==> src/hdl/sat_pkg.sv <==
package sat_pkg;

  localparam int StationsDefault = 32;

  localparam int FuncW     = 2;
  localparam int AddrW     = 48;
  localparam int RateW     = 8;
  localparam int SigW      = 8;
  localparam int StatusW   = 2;
  localparam int SeqW      = 12;
  localparam int CountOutW = 6;

  localparam logic [StatusW-1:0] StAbsent = 2'd0;
  localparam logic [StatusW-1:0] StAuth   = 2'd1;
  localparam logic [StatusW-1:0] StAssoc  = 2'd2;

  typedef enum logic [FuncW-1:0] {
    OpAuth   = 2'd0,
    OpAssoc  = 2'd1,
    OpDelete = 2'd2,
    OpUpdate = 2'd3
  } op_e;

  typedef struct packed {
    op_e                    op;
    logic                   take_seq;
    logic [AddrW-1:0]       addr;
    logic [RateW-1:0]       rate;
    logic signed [SigW-1:0] rx_signal;
  } cmd_t;

  typedef struct packed {
    logic [AddrW-1:0]       addr;
    logic [StatusW-1:0]     status;
    logic [RateW-1:0]       rate;
    logic signed [SigW-1:0] rx_signal;
  } entry_t;

  typedef struct packed {
    logic                 accepted;
    logic                 found;
    logic [StatusW-1:0]   status;
    logic [SeqW-1:0]      seq;
    logic                 full;
    logic [CountOutW-1:0] count;
  } res_t;

endpackage

==> src/hdl/sat_front.sv <==
module sat_front import sat_pkg::*; (
  input  logic                   clk_i,
  input  logic                   rst_ni,
  input  logic                   in_valid_i,
  output logic                   in_stall_o,
  input  logic [FuncW-1:0]       func_i,
  input  logic [AddrW-1:0]       station_addr_i,
  input  logic [RateW-1:0]       rx_rate_i,
  input  logic signed [SigW-1:0] rx_signal_i,
  output logic                   q_valid_o,
  output cmd_t                   q_cmd_o,
  input  logic                   q_pop_i
);

  localparam int Depth = 2;

  cmd_t       fifo_q [Depth];
  cmd_t       cmd_d;
  logic       wr_ptr_q, wr_ptr_d;
  logic       rd_ptr_q, rd_ptr_d;
  logic [1:0] cnt_q, cnt_d;
  logic       push, pop;

  always_comb begin
    cmd_d.op        = op_e'(func_i);
    cmd_d.take_seq  = (cmd_d.op inside {OpAuth, OpAssoc});
    cmd_d.addr      = station_addr_i;
    cmd_d.rate      = rx_rate_i;
    cmd_d.rx_signal = rx_signal_i;
  end

  assign in_stall_o = (cnt_q == 2'(Depth));
  assign q_valid_o  = (cnt_q != 2'd0);
  assign q_cmd_o    = fifo_q[rd_ptr_q];

  assign push = in_valid_i && !in_stall_o;
  assign pop  = q_pop_i && q_valid_o;

  always_comb begin
    wr_ptr_d = push ? ~wr_ptr_q : wr_ptr_q;
    rd_ptr_d = pop ? ~rd_ptr_q : rd_ptr_q;
    cnt_d    = cnt_q;
    if (push && !pop) begin
      cnt_d = cnt_q + 2'd1;
    end else if (pop && !push) begin
      cnt_d = cnt_q - 2'd1;
    end
  end

  always_ff @(posedge clk_i or negedge rst_ni) begin
    if (!rst_ni) begin
      wr_ptr_q <= 1'b0;
      rd_ptr_q <= 1'b0;
      cnt_q    <= 2'd0;
    end else begin
      wr_ptr_q <= wr_ptr_d;
      rd_ptr_q <= rd_ptr_d;
      cnt_q    <= cnt_d;
    end
  end

  always_ff @(posedge clk_i) begin
    if (push) begin
      fifo_q[wr_ptr_q] <= cmd_d;
    end
  end

endmodule

==> src/hdl/sat_back.sv <==
module sat_back import sat_pkg::*; #(
  parameter int STATIONS = StationsDefault
) (
  input  logic                 clk_i,
  input  logic                 rst_ni,
  input  logic                 q_valid_i,
  input  cmd_t                 q_cmd_i,
  output logic                 q_pop_o,
  output logic                 out_valid_o,
  input  logic                 out_stall_i,
  output logic                 accepted_o,
  output logic                 station_found_o,
  output logic [StatusW-1:0]   station_status_o,
  output logic [SeqW-1:0]      seq_number_o,
  output logic                 table_full_o,
  output logic [CountOutW-1:0] station_count_o
);

  localparam int IdxW = $clog2(STATIONS);
  localparam int CntW = $clog2(STATIONS + 1);
  localparam logic [IdxW-1:0] LastIdx = IdxW'(STATIONS - 1);

  typedef enum logic [1:0] {
    SIdle,
    SScan,
    SExec
  } state_e;

  state_e              state_q, state_d;
  cmd_t                cmd_q, cmd_d;
  logic [IdxW-1:0]     scan_idx_q, scan_idx_d;
  logic                hit_q, hit_d;
  logic [IdxW-1:0]     hit_idx_q, hit_idx_d;
  entry_t              hit_entry_q, hit_entry_d;
  logic                free_found_q, free_found_d;
  logic [IdxW-1:0]     free_idx_q, free_idx_d;
  logic [STATIONS-1:0] valid_q, valid_d;
  logic [CntW-1:0]     count_q, count_d;
  logic [SeqW-1:0]     seq_q, seq_d;
  logic                out_valid_q, out_valid_d;
  res_t                res_q, res_d;

  entry_t              mem [STATIONS];
  entry_t              rdata_q;
  logic [IdxW-1:0]     rd_addr;
  logic                we;
  logic [IdxW-1:0]     wa;
  entry_t              wd;

  logic                cur_hit;
  logic                cur_free;

  assign cur_hit  = valid_q[scan_idx_q] && (rdata_q.addr == cmd_q.addr);
  assign cur_free = !valid_q[scan_idx_q];

  always_comb begin
    state_d      = state_q;
    cmd_d        = cmd_q;
    scan_idx_d   = scan_idx_q;
    hit_d        = hit_q;
    hit_idx_d    = hit_idx_q;
    hit_entry_d  = hit_entry_q;
    free_found_d = free_found_q;
    free_idx_d   = free_idx_q;
    valid_d      = valid_q;
    count_d      = count_q;
    seq_d        = seq_q;
    out_valid_d  = out_valid_q && out_stall_i;
    res_d        = res_q;
    q_pop_o      = 1'b0;
    rd_addr      = '0;
    we           = 1'b0;
    wa           = hit_idx_q;
    wd           = hit_entry_q;

    case (state_q)
      SIdle: begin
        if (q_valid_i) begin
          q_pop_o      = 1'b1;
          cmd_d        = q_cmd_i;
          scan_idx_d   = '0;
          hit_d        = 1'b0;
          free_found_d = 1'b0;
          state_d      = SScan;
        end
      end
      SScan: begin
        rd_addr = (scan_idx_q == LastIdx) ? '0 : scan_idx_q + IdxW'(1);
        if (cur_free && !free_found_q) begin
          free_found_d = 1'b1;
          free_idx_d   = scan_idx_q;
        end
        if (cur_hit) begin
          hit_d       = 1'b1;
          hit_idx_d   = scan_idx_q;
          hit_entry_d = rdata_q;
          state_d     = SExec;
        end else if (scan_idx_q == LastIdx) begin
          state_d = SExec;
        end else begin
          scan_idx_d = scan_idx_q + IdxW'(1);
        end
      end
      SExec: begin
        if (!out_valid_q || !out_stall_i) begin
          res_d.accepted = 1'b0;
          res_d.found    = hit_q;
          res_d.status   = hit_q ? hit_entry_q.status : StAbsent;
          res_d.seq      = '0;
          res_d.full     = 1'b0;
          case (cmd_q.op)
            OpAuth: begin
              if (hit_q) begin
                we             = 1'b1;
                wd.status      = StAuth;
                res_d.accepted = 1'b1;
                res_d.status   = StAuth;
              end else if (free_found_q) begin
                we                  = 1'b1;
                wa                  = free_idx_q;
                wd.addr             = cmd_q.addr;
                wd.status           = StAuth;
                wd.rate             = '0;
                wd.rx_signal        = '0;
                valid_d[free_idx_q] = 1'b1;
                count_d             = count_q + CntW'(1);
                res_d.accepted      = 1'b1;
                res_d.status        = StAuth;
              end else begin
                res_d.full   = 1'b1;
                res_d.status = StAbsent;
              end
            end
            OpAssoc: begin
              if (hit_q && (hit_entry_q.status != StAbsent)) begin
                we             = 1'b1;
                wd.status      = StAssoc;
                res_d.accepted = 1'b1;
                res_d.status   = StAssoc;
              end
            end
            OpDelete: begin
              if (hit_q) begin
                valid_d[hit_idx_q] = 1'b0;
                if (count_q != '0) begin
                  count_d = count_q - CntW'(1);
                end
                res_d.accepted = 1'b1;
              end
              res_d.status = StAbsent;
            end
            OpUpdate: begin
              if (hit_q) begin
                we             = 1'b1;
                wd.rate        = cmd_q.rate;
                wd.rx_signal   = cmd_q.rx_signal;
                res_d.accepted = 1'b1;
              end
            end
            default: begin
              res_d.accepted = 1'b0;
            end
          endcase
          if (cmd_q.take_seq) begin
            res_d.seq = seq_q;
            seq_d     = seq_q + SeqW'(1);
          end
          res_d.count = CountOutW'(count_d);
          out_valid_d = 1'b1;
          state_d     = SIdle;
        end
      end
      default: begin
        state_d = SIdle;
      end
    endcase
  end

  always_ff @(posedge clk_i or negedge rst_ni) begin
    if (!rst_ni) begin
      state_q      <= SIdle;
      cmd_q        <= '0;
      scan_idx_q   <= '0;
      hit_q        <= 1'b0;
      hit_idx_q    <= '0;
      hit_entry_q  <= '0;
      free_found_q <= 1'b0;
      free_idx_q   <= '0;
      valid_q      <= '0;
      count_q      <= '0;
      seq_q        <= '0;
      out_valid_q  <= 1'b0;
      res_q        <= '0;
    end else begin
      state_q      <= state_d;
      cmd_q        <= cmd_d;
      scan_idx_q   <= scan_idx_d;
      hit_q        <= hit_d;
      hit_idx_q    <= hit_idx_d;
      hit_entry_q  <= hit_entry_d;
      free_found_q <= free_found_d;
      free_idx_q   <= free_idx_d;
      valid_q      <= valid_d;
      count_q      <= count_d;
      seq_q        <= seq_d;
      out_valid_q  <= out_valid_d;
      res_q        <= res_d;
    end
  end

  always_ff @(posedge clk_i) begin
    if (we) begin
      mem[wa] <= wd;
    end
    rdata_q <= mem[rd_addr];
  end

  assign out_valid_o      = out_valid_q;
  assign accepted_o       = res_q.accepted;
  assign station_found_o  = res_q.found;
  assign station_status_o = res_q.status;
  assign seq_number_o     = res_q.seq;
  assign table_full_o     = res_q.full;
  assign station_count_o  = res_q.count;

endmodule

==> src/hdl/station_assoc_table.sv <==
// Channel | Direction | Handshake             | Beat payload
// in      | input     | in_valid_i/in_stall_o | func, station_addr, rx_rate, rx_signal
// out     | output    | out_valid_o/out_stall_i | accepted, station_found, station_status,
//         |           |                       |   seq_number, table_full, station_count
//
// One operation pops the command queue, scans the addresses over the single-read-port
// table memory one entry at a time (stops at the first match), and then ends in write-back.
// A two-beat command queue keeps accepting while the scan runs, until it is full.
// Reset clears valid bits, station count and sequence counter; no clearing pass.
// A stalled result holds the table in write-back; commands queue until it drains.
module station_assoc_table import sat_pkg::*; #(
  parameter int STATIONS = StationsDefault
) (
  input  logic                   clk_i,
  input  logic                   rst_ni,
  input  logic                   in_valid_i,
  output logic                   in_stall_o,
  input  logic [FuncW-1:0]       func_i,
  input  logic [AddrW-1:0]       station_addr_i,
  input  logic [RateW-1:0]       rx_rate_i,
  input  logic signed [SigW-1:0] rx_signal_i,
  output logic                   out_valid_o,
  input  logic                   out_stall_i,
  output logic                   accepted_o,
  output logic                   station_found_o,
  output logic [StatusW-1:0]     station_status_o,
  output logic [SeqW-1:0]        seq_number_o,
  output logic                   table_full_o,
  output logic [CountOutW-1:0]   station_count_o
);

  logic q_valid;
  cmd_t q_cmd;
  logic q_pop;

  sat_front u_front (
    .clk_i          (clk_i),
    .rst_ni         (rst_ni),
    .in_valid_i     (in_valid_i),
    .in_stall_o     (in_stall_o),
    .func_i         (func_i),
    .station_addr_i (station_addr_i),
    .rx_rate_i      (rx_rate_i),
    .rx_signal_i    (rx_signal_i),
    .q_valid_o      (q_valid),
    .q_cmd_o        (q_cmd),
    .q_pop_i        (q_pop)
  );

  sat_back #(
    .STATIONS (STATIONS)
  ) u_back (
    .clk_i            (clk_i),
    .rst_ni           (rst_ni),
    .q_valid_i        (q_valid),
    .q_cmd_i          (q_cmd),
    .q_pop_o          (q_pop),
    .out_valid_o      (out_valid_o),
    .out_stall_i      (out_stall_i),
    .accepted_o       (accepted_o),
    .station_found_o  (station_found_o),
    .station_status_o (station_status_o),
    .seq_number_o     (seq_number_o),
    .table_full_o     (table_full_o),
    .station_count_o  (station_count_o)
  );

endmodule

==> config.mk <==
export PLATFORM = sky130hd
export DESIGN_NAME = station_assoc_table
export DESIGN_NICKNAME = d
export VERILOG_FILES = /design/src/hdl/sat_pkg.sv /design/src/hdl/sat_front.sv /design/src/hdl/sat_back.sv /design/src/hdl/station_assoc_table.sv
export SDC_FILE = /design/constraint.sdc
export NUM_CORES = 2
export LEC_CHECK = 0
export BUFFER_PORTS_ARGS = -buffer_cell sky130_fd_sc_hd__buf_2
export CORE_AREA = 3 3 446 448
export DETAILED_ROUTE_END_ITERATION = 8
export DIE_AREA = 0 0 449 451
export SYNTH_ARGS = -nofsm -noshare
export SYNTH_HDL_FRONTEND = slang
export SYNTH_HIERARCHICAL = 1
export SYNTH_SLANG_ARGS = --single-unit
==> constraint.sdc <==
create_clock -name clk_i -period 5.1 [get_ports clk_i]
set_clock_uncertainty 0.2 [all_clocks]
set_input_delay 1.02 -clock clk_i [delete_from_list [all_inputs] [get_ports clk_i]]
set_output_delay 1.02 -clock clk_i [all_outputs]
set_load 0.1 [all_outputs]
# --- After elaboration in Yosys (flattened, before gate mapping) ---
# Memories as Yosys holds them, arrays and structs flattened. A register that Yosys moved wholly into a read port is not among the register bits.
# Index checks and enable logic that the tools add are counted.
op_classes:
  addsub: 6
  n_lt_le_gt_ge: 5
  eq_ne: 20
  mux: 74
  bitwise: 5
  n_reduce_logical: 41
ops:
  columns: ["cell", "n"]
  rows:
  - ["66-bit 2-to-1 mux", 3]
  - ["32-bit 2-to-1 mux", 3]
  - ["48-bit 2-to-1 mux", 2]
  - ["32-bit case mux with 2 select lines", 1]
  - ["5-bit 2-to-1 mux", 10]
  - ["48-bit equality test", 1]
  - ["32-bit bitwise AND", 1]
  - ["16-bit 2-to-1 mux", 2]
  - ["32-bit inverter", 1]
  - ["32-bit OR", 1]
  - ["16-bit case mux with 2 select lines", 1]
  - ["1-bit 2-to-1 mux", 25]
  - ["6-bit 2-to-1 mux", 4]
  - ["2-bit 2-to-1 mux", 10]
  - ["5-bit by 6-bit less-than comparator with 1-bit output, second input constant", 3]
  - ["12-bit by 1-bit adder with 12-bit output, second input constant", 1]
  - ["12-bit 2-to-1 mux", 1]
  - ["2-bit by 1-bit inequality test with 1-bit output, second input constant", 6]
  - ["2-bit case mux with 3 select lines", 2]
  - ["6-bit case mux with 2 select lines", 1]
  - ["3-bit AND reduction", 4]
  - ["2-bit nonzero test", 6]
  - ["1-bit demux with 5-bit select", 2]
  - ["5-bit by 1-bit greater-or-equal comparator with 1-bit output, second input constant", 2]
  - ["26 further kinds", 58]
totals:
  register_bits: 157
  ramBits: 2246
  inputBits: 70
  out_inout_bits: 25
  mem_count: 2
memory_table:
  columns: ["name", "words", "word_bits", "read_ports", "rd_ports_with_merged_regs", "write_ports", "line_no", "rtl"]
  rows:
  - ["u_back.mem", 32, 66, 1, 1, 1, "sat_back.sv:43", "entry_t mem [STATIONS];"]
  - ["u_front.fifo_q", 2, 67, 1, 1, 1, "sat_front.sv:17", "cmd_t fifo_q [Depth];"]

# --- Logic depth before layout (Yosys ltp) ---
logic_depth:
  depth_word: 8
  ltp_mapped: 16
  mapped_depth_nobuf: 10

# --- Modules after synthesis ---
# The synthesis kept the hierarchy.
by_module_without_submodules:
  columns: ["mod", "n_inst", "cells_per_inst", "area_each_um2"]
  rows:
  - ["sat_back", 1, 4496, 72962.5]
  - ["sat_front", 1, 229, 5127.4]

# --- Worst setup path before layout ---
# OpenSTA, ideal clock, no wires.
synth_path:
  path_type: "input to register"
  start: "input out_stall_i"
  end: "memory u_back/mem[20][16] (netlist bit) (enable)"
  setup_time_ps: 458
  arrival_time_ps: 4406
  slack_ps: 36
  path_stages: 8
  n_path_buf: 3
  path_cell_list: "nand2_1 nand2b_1 clkbuf_1 nor3_1 clkbuf_1 clkbuf_1 a21oi_1 nor2_1"
synth_via:
  elab_chain_cells: 6
  elab_cells_between_ends: 8
synth_lines:
  columns: ["element", "line_no", "rtl"]
  rows:
  - ["start, declared", "station_assoc_table.sv:23", "input logic out_stall_i,"]
  - ["1-bit zero test (*)", "sat_back.sv:105", "if (!out_valid_q || !out_stall_i) begin"]
  - ["1-bit logical OR (*)", "sat_back.sv:105", null]
  - ["1-bit 2-to-1 mux", "sat_back.sv:105", null]
  - ["1-bit 2-to-1 mux", "sat_back.sv:76", "case (state_q)"]
  - ["1-bit 2-to-1 mux", "sat_back.sv:212", "if (we) begin"]
  - ["1-bit 2-to-1 mux (not written as such)", "sat_back.sv:213", "mem[wa] <= wd;"]
  - ["end, declared", "sat_back.sv:43", null]
# Every way passes the cells marked *; elsewhere a longest branch is shown, timed or not.

# --- Worst setup path in the final report ---
layout_path:
  start: "register u_back.scan_idx_q[0]"
  end: "register u_back/rdata_q[18] (netlist name)"
layout_via:
  elab_chain_cells: 3
  elab_cells_between_ends: 4
layout_lines:
  columns: ["element", "line_no", "rtl"]
  rows:
  - ["start, declared", "sat_back.sv:31", "logic [IdxW-1:0] scan_idx_q, scan_idx_d;"]
  - ["start signal, assigned", "sat_back.sv:197", "scan_idx_q <= scan_idx_d;"]
  - ["5-bit by 1-bit adder with 5-bit output / 5-bit equality test (equally long branches)", "sat_back.sv:88", "rd_addr = (scan_idx_q == LastIdx) ? '0 : scan_idx_q + IdxW'(1);"]
  - ["5-bit 2-to-1 mux (*)", "sat_back.sv:88", null]
  - ["5-bit 2-to-1 mux (*)", "sat_back.sv:76", null]
# Marks and branches as above.
# A chain may end at the register's enable or synchronous reset.

==> flow_metrics.py <==
metrics = {
    "placement": {
        "placed_cells": 7230,
        "placed_cell_area_sq_mm": 0.0815,
        "dp_hpwl_um": 109000,
        "port_buffers": 78,
        "finalWeightedCongestion": 0.797,
    },
    "global_routing": {
        "antenna_found_initial": 1,
        "grt_pass1_wl_um": 309000,
        "grt_max_degree": 210,
        "grt.overflow.total": 0,
        "groute.usage.overall_pct": 20.6,
        "grt_pass1_vias": 43500,
    },
    "clocking": {
        "ctsResizeCount": 0,
        "numCtsBuffers": 192,
        "postCtsSetupRepairBufs": 0,
        "clkSinkCount": 1944,
        "cts_root_buf": "clkbuf_16",
        "cts_hold_buf": 0,
        "clock_latency_ns": 0.83,
        "path_clk_slew_ns": 0.06,
        "cts-htree-levels": 4,
        "cts_tree": "built",
        "clock_path_buffers": 3,
    },
    "die": {
        "num_rows": 162,
        "fp.dieH_um": 451,
        "io_pins": 95,
        "start_util_pct": 39.5,
        "die_area_sq_mm": 0.202,
        "coreArea_sq_mm": 0.195,
        "chipWidth_um": 449,
    },
    "final_layout": {
        "final_cells": 7596,
        "syn_to_final_growth_pct": 14.2,
        "design_area_sq_mm": 0.0879,
        "final_util_pct": 45.1,
        "final_net_count": 4879,
        "drive_gt1_share_pct": 17.9,
    },
    "timing": {
        "slew_violations": 0,
        "setup_viol": 0,
        "rsz0062_at_grt": "no",
        "setup_tns_ns": 0,
        "timing.hold.ws_ns": -0.00408,
        "worst_pin_slew_ns": 1.16,
        "slew_headroom_pct": 22.5,
        "finalCritPeriodShare_pct": 81.9,
        "fmax_ghz": 0.239,
        "hold_viol_final": 1,
        "layout_min_cycle_time_ns": 4.18,
    },
    "yosys": {
        "synth_area_sq_mm": 0.0769,
        "yosys_warnings": 6,
        "synthCells": 4677,
        "synth_nets": 4756,
        "syn_avg_cell_area_sq_um": 16.5,
    },
    "detailed_routing": {
        "wl_per_cell_um": 27.9,
        "finalWirelength_um": 212000,
        "dr.max_layer_used": "met4",
        "wl_met2_um": 102000,
        "routed_via_density": 5.80,
        "detail-route-antenna-nets": 0,
        "drt_iter0_markers": 4872,
        "drt-met1-wl_um": 87800,
        "wl_met3_um": 14300,
        "via_count": 44000,
        "first_pass_iters": 5,
        "drcViolationCount": 0,
    },
    "status": {
        "violations": "hold timing",
        "status": "finished with violations",
    },
    "critical_path": {
        "cp_max_fo": 27,
        "start_kind": "flop",
        "cp.required_ns": 5.60,
        "cp_slowest_cell": "mux4_2",
        "path_cells": "ha_1, and3_1, ha_4, or3b_1, a21oi_4, buf_12, buf_4, mux4_2, nor2_1, a311oi_1, or4_1",
        "crit_type": "reg -> reg",
        "cpPeakStageDelay_ns": 0.58,
        "cp-end-kind": "flop",
        "cp_data_arrival_time_ns": 4.67,
    },
    "pwr": {
        "irDropWorstVdd_mv": 0.567,
        "powerDensity_mw_per_mm2": 534,
        "p_leak_nw": 26.4,
    },
    "job": {
        "drv_cap": 0,
    },
    "hold_path": {
        "hold_class": "in -> async",
    },
}
final cells by class:
cell class / count / area [sq um]
Antenna cell: 1 / 2.50
Inverter: 12 / 45.0
Sequential cell: 1944 / 56900
Timing Repair Buffer: 276 / 2660
Clock buffer: 272 / 5380
Clock inverter: 93 / 938
Fill cell: 16900 / 107000
Tap cell: 2624 / 3280
Multi-Input combinational cell: 2374 / 18600
final timing paths:
check,from,end,slack [ns],depth (start not counted)
max,u_back/scan_idx_q[0],u_back/rdata_q[18],0.92,11
min in group clk_i,station_addr_i[1],u_front/fifo_q[0][17],0.18,1
min,rst_ni,u_back/seq_q[5],-0.004,1
max in group asynchronous,rst_ni,u_back/cmd_q[29],3.66,2
max reg2reg,u_back/scan_idx_q[0],u_back/rdata_q[18],0.92,11
min reg2reg,u_back/rdata_q[17],u_back/hit_entry_q[17],0.24,1
critical path, delay by kind of cell, from the launching register on:
family	cells	cell delay [ns]
fa+ha+maj	2	0.41
simple gates	4	1.42
flops	1	0.39
compound gates	2	0.29
mux	1	0.58
buf+inv	2	0.72
where the power goes:
part           switching [W]  internal (W)  leakage (nW)  total, W
sequential          0.000730        0.0178          15.9    0.0185
combinational        0.00946       0.00487          7.44    0.0143
clock                0.00606       0.00800          3.07    0.0141
cell usage in the layout (no fill, tap or decap), types with 20 or more instances in the layout:
master / n
nor2_1: 286
buf_2: 77
dfrtp_1: 191
mux2_2: 53
nor3_1: 108
mux2_1: 39
clkinv_1: 30
a311oi_1: 150
nand3_1: 27
or4_1: 50
or3_1: 354
xor2_1: 56
buf_12: 62
mux2_4: 20
o311a_1: 50
nor2_4: 35
clkbuf_1: 56
dfxtp_1: 50
clkbuf_8: 21
edfxtp_1: 1702
nand2_1: 351
buf_4: 136
o211ai_1: 352
clkbuf_16: 195
mux4_2: 205
nor4_1: 28
o21ai_0: 72
clkinv_2: 31
through the flow:
stage | worst slack, ns | power, W | hold slack (ns)
finish | 0.922 | 0.0469 | -0.00408
CTS | 0.949 | 0.0473 | 0.00237
global route | 0.779 | 0.0488 | 0.0217
detailed placement | 0.931 | 0.0332 | 0.251
floorplan | 0.0363 | 0.0283 | 0.239
global placement | 0.995 | 0.0331 | 0.244
per-layer routing:
layer | track usage, % | up-vias
li1 | - | 18900
met1 | 28.3 | 23100
met2 | 33.9 | 1730
met3 | 2.90 | 361
met4 | 6.84 | 0
met5 | 0 | -
registers in the layout, indices dropped and copies added (netlist names), 2 cells and up:
name	cells
u_back/seq_q	12
u_back/state_q	2
u_back/station_status_o	2
u_back/hit_idx_q	5
u_back/station_count_o	6
u_back/rdata_q	50
u_front/fifo_q	102
u_back/cmd_q	51
u_back/seq_number_o	12
u_back/valid_q	32
u_front/cnt_q	2
u_back/scan_idx_q	5
u_back/mem	1600
u_back/hit_entry_q	50
u_back/free_idx_q	5
(Power assumes the default switching activity.)
